`config.mk`:
```
export PLATFORM = sky130hd
export DESIGN_NAME = dsv_field_tokenizer
export DESIGN_NICKNAME = d
export VERILOG_FILES = /design/src/hw/rtl/dsvtok_pkg.sv /design/src/hw/rtl/dsvtok_parse.sv /design/src/hw/rtl/dsv_field_tokenizer.sv
export VERILOG_INCLUDE_DIRS = /design/src /design/src/hw/rtl
export SDC_FILE = /design/constraint.sdc
export NUM_CORES = 1
export LEC_CHECK = 0
export BUFFER_PORTS_ARGS = -buffer_cell sky130_fd_sc_hd__buf_2
export CAP_MARGIN = 25
export CORE_ASPECT_RATIO = 0.5
export CORE_MARGIN = 4
export CORE_UTILIZATION = 30
export CTS_CLUSTER_SIZE = 24
export DETAILED_ROUTE_END_ITERATION = 7
export GPL_TIMING_DRIVEN = 0
export SLEW_MARGIN = 10
export SYNTH_ARGS = -nofsm -noshare
export SYNTH_HDL_FRONTEND = slang
export SYNTH_SLANG_ARGS = --single-unit
```
`constraint.sdc`:
```
create_clock -name clk -period 8.84 [get_ports clk]
set_input_delay 1.326 -clock clk [delete_from_list [all_inputs] [get_ports clk]]
set_output_delay 1.326 -clock clk [all_outputs]
set_load 0.05 [all_outputs]
```
`src/hw/rtl/dsv_field_tokenizer_macros.svh`:
```
// ----------------------------------------------------------------------------
// Assertion macros for the delimiter-separated field tokenizer
// Shorthand for clocked assertions that use the block clock and reset.
// ----------------------------------------------------------------------------
`ifndef DSV_FIELD_TOKENIZER_MACROS_SVH
`define DSV_FIELD_TOKENIZER_MACROS_SVH

// The consequent must hold in the same cycle as the antecedent.
`define DSVTOK_ASSERT_SAME(label, ante, cons) \
    label: assert property (@(posedge clk) disable iff (!rst_n) (ante) |-> (cons)) \
        else $error("dsv_field_tokenizer: same-cycle check failed");

// The consequent must hold in the cycle after the antecedent.
`define DSVTOK_ASSERT_NEXT(label, ante, cons) \
    label: assert property (@(posedge clk) disable iff (!rst_n) (ante) |=> (cons)) \
        else $error("dsv_field_tokenizer: next-cycle check failed");

`endif

```
`src/hw/rtl/dsvtok_pkg.sv`:
```
// ----------------------------------------------------------------------------
// Field tokenizer package
// Shared constants and types of the delimiter-separated field tokenizer.
// ----------------------------------------------------------------------------
package dsvtok_pkg;

    localparam int SPACE_COUNT_BITS = 16;
    localparam int SPACES_W = 16;
    localparam int BYTE_W = 8;

    localparam logic [BYTE_W-1:0] CH_LF = 8'h0A;
    localparam logic [BYTE_W-1:0] CH_CR = 8'h0D;
    localparam logic [BYTE_W-1:0] CH_NUL = 8'h00;
    localparam logic [BYTE_W-1:0] CH_SPACE = 8'h20;
    localparam logic [BYTE_W-1:0] QUOTE_RESET = 8'h22;
    localparam logic [BYTE_W-1:0] DELIM_RESET = 8'h2C;

    typedef enum logic [1:0] {
        KIND_DATA   = 2'd0,
        KIND_FIELD  = 2'd1,
        KIND_RECORD = 2'd2
    } kind_t;

    typedef struct packed {
        kind_t               kind;
        logic [SPACES_W-1:0] spaces;
        logic [BYTE_W-1:0]   data;
        logic                ovf;
        logic                last;
    } result_t;

    typedef struct packed {
        logic [BYTE_W-1:0] quote;
        logic [BYTE_W-1:0] delim;
    } cfg_t;

    typedef struct packed {
        logic res_vld;
        logic can_take;
    } status_t;

endpackage

```
`src/hw/rtl/dsvtok_parse.sv`:
```
// ----------------------------------------------------------------------------
// Field tokenizer parse stage
// Holds the parse state and a pair of result registers, and turns one text
// byte per cycle, while can_take is high, into up to two result transactions.
// ----------------------------------------------------------------------------
`include "dsv_field_tokenizer_macros.svh"

module dsvtok_parse (
    input  logic                          clk,
    input  logic                          rst_n,
    input  dsvtok_pkg::cfg_t              cfg,
    input  logic                          take,
    input  logic [dsvtok_pkg::BYTE_W-1:0] byte_in,
    input  logic                          pop,
    output dsvtok_pkg::status_t           status,
    output dsvtok_pkg::result_t           res
);

    localparam int SCB = dsvtok_pkg::SPACE_COUNT_BITS;
    localparam int SPC_W = (SCB > dsvtok_pkg::SPACES_W) ? SCB : dsvtok_pkg::SPACES_W;
    localparam logic [SPC_W-1:0] OUT_SPACE_MAX = SPC_W'((64'd1 << dsvtok_pkg::SPACES_W) - 64'd1);

    typedef enum logic [1:0] {
        MODE_START,
        MODE_PLAIN,
        MODE_QUOTED,
        MODE_AFTERQ
    } mode_t;

    typedef struct packed {
        logic                fire;
        logic [SCB-1:0]      held;
        logic                hovf;
        dsvtok_pkg::result_t res;
    } emit_t;

    typedef struct packed {
        logic [1:0]          cnt;
        dsvtok_pkg::result_t r0;
        dsvtok_pkg::result_t r1;
    } pair_t;

    function automatic dsvtok_pkg::result_t mark(input dsvtok_pkg::kind_t k);
        dsvtok_pkg::result_t r;
        r      = '0;
        r.kind = k;
        return r;
    endfunction

    function automatic emit_t emit_data(input logic [SCB-1:0] held, input logic hovf,
                                        input logic [dsvtok_pkg::BYTE_W-1:0] c);
        emit_t            e;
        logic [SPC_W-1:0] wide;
        e      = '0;
        wide   = SPC_W'(held);
        e.held = held;
        e.hovf = hovf;
        if (c == dsvtok_pkg::CH_SPACE) begin
            if (&held) begin
                e.hovf = 1'b1;
            end
            else begin
                e.held = held + SCB'(1);
            end
        end
        else begin
            e.fire     = 1'b1;
            e.res.kind = dsvtok_pkg::KIND_DATA;
            e.res.data = c;
            if (wide > OUT_SPACE_MAX) begin
                e.res.spaces = '1;
                e.res.ovf    = 1'b1;
            end
            else begin
                e.res.spaces = dsvtok_pkg::SPACES_W'(wide);
                e.res.ovf    = hovf;
            end
            e.held = '0;
            e.hovf = 1'b0;
        end
        return e;
    endfunction

    function automatic pair_t push(input pair_t p, input dsvtok_pkg::result_t r);
        pair_t q;
        q = p;
        if (p.cnt == 2'd0) begin
            q.r0  = r;
            q.cnt = 2'd1;
        end
        else begin
            q.r1  = r;
            q.cnt = 2'd2;
        end
        return q;
    endfunction

    mode_t               mode_reg, mode_next;
    logic                touched_reg, touched_next;
    logic                open_reg, open_next;
    logic [SCB-1:0]      held_reg, held_next;
    logic                hovf_reg, hovf_next;
    logic [1:0]          cnt_reg, cnt_next;
    dsvtok_pkg::result_t res0_reg, res0_next;
    dsvtok_pkg::result_t res1_reg, res1_next;

    mode_t                         m_new;
    logic                          t_new, o_new, hv_new;
    logic [SCB-1:0]                h_new;
    pair_t                         p;
    emit_t                         e0, e1;
    logic                          is_q, is_le, is_d, is_sp, do_field, do_record;
    logic [dsvtok_pkg::BYTE_W-1:0] c;

    always_comb
    begin
        c      = byte_in;
        is_q   = (cfg.quote != dsvtok_pkg::CH_NUL) && (c == cfg.quote);
        is_le  = (c == dsvtok_pkg::CH_LF) || (c == dsvtok_pkg::CH_CR) ||
                 (c == dsvtok_pkg::CH_NUL);
        is_d   = (c == cfg.delim);
        is_sp  = (c == dsvtok_pkg::CH_SPACE);
        m_new  = mode_reg;
        t_new  = touched_reg;
        o_new  = open_reg;
        h_new  = held_reg;
        hv_new = hovf_reg;
        p      = '0;
        e0     = emit_data(held_reg, hovf_reg, c);
        e1     = '0;
        do_field  = 1'b0;
        do_record = 1'b0;

        unique case (mode_reg)
            MODE_START:
            begin
                if (is_q) begin
                    m_new = MODE_QUOTED;
                    t_new = 1'b1;
                    o_new = 1'b1;
                end
                else if (is_le) begin
                    do_record = 1'b1;
                end
                else if (is_d) begin
                    do_field = 1'b1;
                end
                else if (is_sp) begin
                    t_new = 1'b1;
                    o_new = 1'b1;
                end
                else begin
                    t_new = 1'b1;
                    o_new = 1'b1;
                    m_new = MODE_PLAIN;
                    h_new  = e0.held;
                    hv_new = e0.hovf;
                    p = push(p, e0.res);
                end
            end
            MODE_PLAIN:
            begin
                if (is_le) begin
                    do_record = 1'b1;
                end
                else if (is_d) begin
                    do_field = 1'b1;
                end
                else begin
                    h_new  = e0.held;
                    hv_new = e0.hovf;
                    if (e0.fire) begin
                        p = push(p, e0.res);
                    end
                end
            end
            MODE_QUOTED:
            begin
                if (is_q) begin
                    m_new = MODE_AFTERQ;
                end
                else if (c == dsvtok_pkg::CH_NUL) begin
                    do_record = 1'b1;
                end
                else begin
                    h_new  = e0.held;
                    hv_new = e0.hovf;
                    if (e0.fire) begin
                        p = push(p, e0.res);
                    end
                end
            end
            MODE_AFTERQ:
            begin
                if (is_q) begin
                    m_new  = MODE_QUOTED;
                    h_new  = e0.held;
                    hv_new = e0.hovf;
                    if (e0.fire) begin
                        p = push(p, e0.res);
                    end
                end
                else if (is_le) begin
                    do_record = 1'b1;
                end
                else if (is_d) begin
                    do_field = 1'b1;
                end
                else begin
                    m_new = MODE_QUOTED;
                    e0 = emit_data(held_reg, hovf_reg, cfg.quote);
                    e1 = emit_data(e0.held, e0.hovf, c);
                    h_new  = e1.held;
                    hv_new = e1.hovf;
                    if (e0.fire) begin
                        p = push(p, e0.res);
                    end
                    if (e1.fire) begin
                        p = push(p, e1.res);
                    end
                end
            end
            default:
            begin
                m_new = MODE_START;
            end
        endcase

        if (do_field) begin
            p      = push(p, mark(dsvtok_pkg::KIND_FIELD));
            o_new  = 1'b1;
        end
        if (do_record) begin
            if (touched_reg) begin
                p = push(p, mark(dsvtok_pkg::KIND_FIELD));
            end
            if (open_reg || touched_reg) begin
                p = push(p, mark(dsvtok_pkg::KIND_RECORD));
            end
            o_new = 1'b0;
        end
        if (do_field || do_record) begin
            m_new  = MODE_START;
            t_new  = 1'b0;
            h_new  = '0;
            hv_new = 1'b0;
        end

        if (p.cnt == 2'd2) begin
            p.r1.last = 1'b1;
        end
        else if (p.cnt == 2'd1) begin
            p.r0.last = 1'b1;
        end
    end

    always_comb
    begin
        mode_next    = mode_reg;
        touched_next = touched_reg;
        open_next    = open_reg;
        held_next    = held_reg;
        hovf_next    = hovf_reg;
        cnt_next     = cnt_reg;
        res0_next    = res0_reg;
        res1_next    = res1_reg;
        if (take) begin
            mode_next    = m_new;
            touched_next = t_new;
            open_next    = o_new;
            held_next    = h_new;
            hovf_next    = hv_new;
            cnt_next     = p.cnt;
            res0_next    = p.r0;
            res1_next    = p.r1;
        end
        else if (pop && (cnt_reg != 2'd0)) begin
            res0_next = res1_reg;
            cnt_next  = cnt_reg - 2'd1;
        end
    end

    always_ff @(posedge clk or negedge rst_n)
    begin
        if (!rst_n) begin
            mode_reg    <= MODE_START;
            touched_reg <= 1'b0;
            open_reg    <= 1'b0;
            held_reg    <= '0;
            hovf_reg    <= 1'b0;
            cnt_reg     <= 2'd0;
            res0_reg    <= '0;
            res1_reg    <= '0;
        end
        else begin
            mode_reg    <= mode_next;
            touched_reg <= touched_next;
            open_reg    <= open_next;
            held_reg    <= held_next;
            hovf_reg    <= hovf_next;
            cnt_reg     <= cnt_next;
            res0_reg    <= res0_next;
            res1_reg    <= res1_next;
        end
    end

    assign status.res_vld  = (cnt_reg != 2'd0);
    assign status.can_take = (cnt_reg == 2'd0) || ((cnt_reg == 2'd1) && pop);
    assign res             = res0_reg;

    `DSVTOK_ASSERT_SAME(a_mark_zero, (cnt_reg != 2'd0) && (res0_reg.kind != dsvtok_pkg::KIND_DATA), (res0_reg.spaces == '0) && (res0_reg.data == '0) && !res0_reg.ovf)
    `DSVTOK_ASSERT_SAME(a_pair_last, cnt_reg == 2'd2, !res0_reg.last && res1_reg.last)
    `DSVTOK_ASSERT_SAME(a_mode_touched, mode_reg != MODE_START, touched_reg)
    `DSVTOK_ASSERT_SAME(a_held_in_field, held_reg != '0, mode_reg != MODE_START)

endmodule

```
`src/hw/rtl/dsv_field_tokenizer.sv`:
```
// Path: the input register holds a byte until the parse stage takes it, and
// its results are then registered in the single output register pair.
// Throughput: one byte per cycle while each byte gives at most one result and
// out_ready is high; a byte with two results holds the input while they drain.
// Reset: rst_n clears the parse state and results and restores quote and delimiter.
// ----------------------------------------------------------------------------
// Delimiter-separated field tokenizer
// Splits a byte stream into field data bytes, end-of-field and end-of-record
// marks, with quoted fields, space trimming and an APB-style register port.
// ----------------------------------------------------------------------------
`include "dsv_field_tokenizer_macros.svh"

module dsv_field_tokenizer (
    input  logic                            clk,
    input  logic                            rst_n,
    input  logic                            psel,
    input  logic                            penable,
    input  logic                            pwrite,
    input  logic [2:0]                      paddr,
    input  logic [31:0]                     pwdata,
    output logic [31:0]                     prdata,
    output logic                            pready,
    input  logic                            in_valid,
    output logic                            in_ready,
    input  logic [dsvtok_pkg::BYTE_W-1:0]   in_byte,
    output logic                            out_valid,
    input  logic                            out_ready,
    output logic [1:0]                      kind,
    output logic [dsvtok_pkg::SPACES_W-1:0] spaces_before,
    output logic [dsvtok_pkg::BYTE_W-1:0]   data_byte,
    output logic                            space_overflow,
    output logic                            last
);

    typedef enum logic {
        REG_QUOTE = 1'b0,
        REG_DELIM = 1'b1
    } reg_idx_t;

    logic [dsvtok_pkg::BYTE_W-1:0] quote_reg, quote_next;
    logic [dsvtok_pkg::BYTE_W-1:0] delim_reg, delim_next;
    logic                          in_vld_reg, in_vld_next;
    logic [dsvtok_pkg::BYTE_W-1:0] in_byte_reg, in_byte_next;

    reg_idx_t            reg_idx;
    logic                cfg_wr;
    logic                take;
    dsvtok_pkg::cfg_t    cfg;
    dsvtok_pkg::status_t status;
    dsvtok_pkg::result_t res;

    assign reg_idx = reg_idx_t'(paddr[2]);
    assign cfg_wr  = psel && penable && pwrite;
    assign pready  = 1'b1;

    always_comb
    begin
        quote_next = quote_reg;
        delim_next = delim_reg;
        if (cfg_wr) begin
            unique case (reg_idx)
                REG_QUOTE: quote_next = pwdata[dsvtok_pkg::BYTE_W-1:0];
                REG_DELIM: delim_next = pwdata[dsvtok_pkg::BYTE_W-1:0];
                default:   quote_next = quote_reg;
            endcase
        end
    end

    always_comb
    begin
        unique case (reg_idx)
            REG_QUOTE: prdata = 32'(quote_reg);
            REG_DELIM: prdata = 32'(delim_reg);
            default:   prdata = '0;
        endcase
    end

    assign take     = in_vld_reg && status.can_take;
    assign in_ready = !in_vld_reg || take;

    always_comb
    begin
        in_vld_next  = in_vld_reg;
        in_byte_next = in_byte_reg;
        if (in_ready) begin
            in_vld_next  = in_valid;
            in_byte_next = in_byte;
        end
    end

    always_ff @(posedge clk or negedge rst_n)
    begin
        if (!rst_n) begin
            quote_reg   <= dsvtok_pkg::QUOTE_RESET;
            delim_reg   <= dsvtok_pkg::DELIM_RESET;
            in_vld_reg  <= 1'b0;
            in_byte_reg <= '0;
        end
        else begin
            quote_reg   <= quote_next;
            delim_reg   <= delim_next;
            in_vld_reg  <= in_vld_next;
            in_byte_reg <= in_byte_next;
        end
    end

    assign cfg.quote = quote_reg;
    assign cfg.delim = delim_reg;

    dsvtok_parse u_parse (
        .clk     (clk),
        .rst_n   (rst_n),
        .cfg     (cfg),
        .take    (take),
        .byte_in (in_byte_reg),
        .pop     (out_ready),
        .status  (status),
        .res     (res)
    );

    assign out_valid      = status.res_vld;
    assign kind           = res.kind;
    assign spaces_before  = res.spaces;
    assign data_byte      = res.data;
    assign space_overflow = res.ovf;
    assign last           = res.last;

    `DSVTOK_ASSERT_NEXT(a_in_held, in_vld_reg && !take, in_vld_reg && $stable(in_byte_reg))
    `DSVTOK_ASSERT_SAME(a_take_room, take, !out_valid || out_ready)

endmodule

```
==> flow_metrics.env <==
export IMPL_endpoint_kind="register"
export IMPL_r2r_slack_ns=4.93
export IMPL_drtPass1Iterations=5
export IMPL_p_sw_mw=1.16
export IMPL_fp_dieW_um=219
export IMPL_post_place_ws_ns=5.03
export IMPL_cp_cell_sequence="buf_6 -> nor4_1 -> and3_1 -> inv_1 -> clkbuf_1 -> ha_1 -> nor3b_1 -> o21a_1 -> o31ai_4 -> buf_2 -> o21bai_1 -> a21oi_1"
export IMPL_reg2reg_to="u_parse.res[18]"
export IMPL_crit_buf_inv=4
export IMPL_status="completed"
export IMPL_critPathCapture="u_parse.res[18]"
export IMPL_cts_tree="done"
export IMPL_power_leakage_nw=3.39
export IMPL_grt_pass1_wl_mm=31.5
export IMPL_startpoint="in_byte_reg[0]"
export IMPL_drive_gt1_share_pct=22.8
export IMPL_setup_viol=0
export IMPL_swShare_pct=49.1
export IMPL_clock_sinks=104
export IMPL_die_area_um2=24800
export IMPL_synth_edf_count=0
export IMPL_antenna_found_initial=0
export IMPL_worstMarginPinSlew_ns=0.822
export IMPL_cts_repair_resized=0
export IMPL_finalNonFillerCells=1130
export IMPL_cts_max_path_buffers=2
export IMPL_nNetsFinal=884
export IMPL_portBuffers=60
export IMPL_finalCriticalPeriod_ns=3.91
export IMPL_period_share_pct=44.2
export IMPL_grt_pass1_vias=5838
export IMPL_slew_headroom_pct=44.8
export IMPL_grtUsageTotal_pct=15.7
export IMPL_synth_seq_cells=104
export IMPL_slew_viol_final=0
export IMPL_multiInputGateArea_um2=3600
export IMPL_yosys_area_top_type="dfrtp_1"
export IMPL_fp_row_count=38
export IMPL_placed_cells_incl_taps=1114
export IMPL_clk_pin_slew_worst_paths_ns=0.08
export IMPL_ant_nets=0
export IMPL_critPathKind="register to register"
export IMPL_async_reset_ff_share_pct=100
export IMPL_hold_path_class="register to register"
export IMPL_numCtsBuffers=9
export IMPL_fill_cells=2289
export IMPL_drc=0
export IMPL_n_antenna_cell=0
export IMPL_synthFlopType="dfrtp_1"
export IMPL_hold_buffers=0
export IMPL_grt_max_degree=90
export IMPL_ys_seq_area_share_pct=39.2
export IMPL_syn_cell_area_um2=6650
export IMPL_clock_latency_ns=0.35
export IMPL_cpPeakStageDelay_ns=0.58
export IMPL_cp_top_family="simple AND/OR/NAND/NOR gates"
export IMPL_synthesis_yosys_warnings=0
export IMPL_area_growth_pct=16.3
export IMPL_core_area_um2=21700
export IMPL_routedWlPerCell_um=17.4
export IMPL_die_y_um=113
export IMPL_rr_startpoint="in_byte_reg[0]"
export IMPL_tns_ns=0
export IMPL_rsz0062_at_grt="no"
export IMPL_ir_drop_uv=167
export IMPL_powerDensity_nw_per_um2=304
export IMPL_place_congestion=0.947
export IMPL_cp_num_cells=12
export IMPL_clkPwrFrac_pct=17.2
export IMPL_place_hpwl_mm=14.6
export IMPL_postLayoutCellArea_um2=7740
export IMPL_synth_top_area_share_pct=37.2
export IMPL_place_area_um2=7450
export IMPL_path_max_fanout=10
export IMPL_root_buffer="clkbuf_16"
export IMPL_cp_slowest_cell="nor4_1"
export IMPL_hold_violations=0
export IMPL_p_comb_share_pct=53.8
export IMPL_fmax_mhz=256
export IMPL_overflow=0
export IMPL_postCtsSetupBuffers=0
export IMPL_start_kind="register"
export IMPL_cap_viol_max_count=0
export IMPL_p_seq_share_pct=29.0
export IMPL_rr_worst_depth=12
export IMPL_routed_wl_mm=19.7
export IMPL_yosysUniqueCellTypes=79
export IMPL_start_util_pct=30.6
export IMPL_vias=5858
export IMPL_cp_data_required_time_ns=9.07
export IMPL_fin_ws_ns=4.93
export IMPL_synth_area_leaders="dfrtp_1 37%, mux2_2 5.6%, nand2_1 4.1%"
export IMPL_syn_area_per_cell_um2=9.11
export IMPL_arrival_ns=4.14
export IMPL_boundaryPins=113
export IMPL_whs_ns=0.482
export IMPL_internal_power_mw=1.20
export IMPL_synthCells=730
export IMPL_synth_common_cells="99 x dfrtp_1, 72 x nand2_1, 70 x nor2_1"
export IMPL_register_area_um2=2610
export IMPL_fin_skew_ns=0.0128
export IMPL_via_per_inst=5.18
export IMPL_htreeDepth=3
export IMPL_drtIter0Drc=425
export IMPL_yosysMostFrequentCell="dfrtp_1"
==> through the flow <==
stage	utilization, %	power [mW]
6_report	35.6	2.36
2_1_floorplan	-	1.63
3_5_place_dp	34.3	1.95
3_3_place_gp	34.1	1.93
4_1_cts	35.6	2.36
5_1_grt	35.6	2.50
==> final cells by class <==
class / count / area share, %
Sequential cell: 104 / 33.7
Tap cell: 300 / 4.85
Timing Repair Buffer: 61 / 4.32
Inverter: 18 / 0.873
Buffer: 75 / 5.98
Clock inverter: 6 / 0.808
Multi-Input combinational cell: 556 / 46.5
Clock buffer: 10 / 2.96
==> kinds of logic after synthesis <==
family / count (synthesis) / share of synthesized area [%]
AOI/OAI and AO/OA: 200 / 21.4
xor gates and xnor gates: 20 / 2.63
adders and majority gates: 9 / 1.69
buffers and inverters: 93 / 7.97
DFF: 104 / 39.2
muxes: 39 / 6.49
other: 2 / 0.113
and+or+nand+nor: 263 / 20.5
==> worst min path at each step <==
stage	end	from	slack (ns)	depth (start not counted)
finish	u_parse.res1_reg[20]	u_parse.res1_reg[20]	0.48	1
global route	u_parse.res1_reg[24]	u_parse.res1_reg[24]	0.49	1
CTS	u_parse.res1_reg[20]	u_parse.res1_reg[20]	0.49	1
detailed placement	u_parse.res1_reg[15]	u_parse.res1_reg[15]	0.47	1
global placement	u_parse.res1_reg[25]	u_parse.res1_reg[25]	0.47	1
floorplan	u_parse.res1_reg[26]	u_parse.res1_reg[26]	0.44	2
==> cell usage in the layout (no fill, tap or decap), drive strengths merged, types with 12 or more instances in the layout <==
| cell type | n |
|---|---|
| o21ai | 29 |
| a21oi | 51 |
| dfrtp | 99 |
| mux2 | 33 |
| nor4 | 13 |
| a22o | 12 |
| nand4 | 14 |
| nor3 | 17 |
| inv | 20 |
| and2 | 26 |
| clkbuf | 34 |
| nand3 | 12 |
| buf | 112 |
| nor2 | 70 |
| xnor2 | 19 |
| conb | 25 |
| nand2 | 72 |
| a21o | 12 |
==> power groups by stage <==
stage | clock (mW) | sequential (mW) | combinational [mW]
2_1_floorplan | 0 | 0.875 | 0.755
3_3_place_gp | 0 | 0.689 | 1.24
3_5_place_dp | 0 | 0.693 | 1.26
4_1_cts | 0.415 | 0.684 | 1.26
5_1_grt | 0.435 | 0.701 | 1.36
6_report | 0.405 | 0.683 | 1.27
==> per-layer routing <==
layer / vias to the layer above / global-route usage (%) / wire length [um]
met5: - / 0 / 0
met4: 0 / 3.58 / 306
met3: 26 / 3.03 / 1080
met2: 189 / 25.5 / 8990
met1: 2861 / 21.9 / 9330
li1: 2782 / - / -
(Power assumes the default switching activity.)
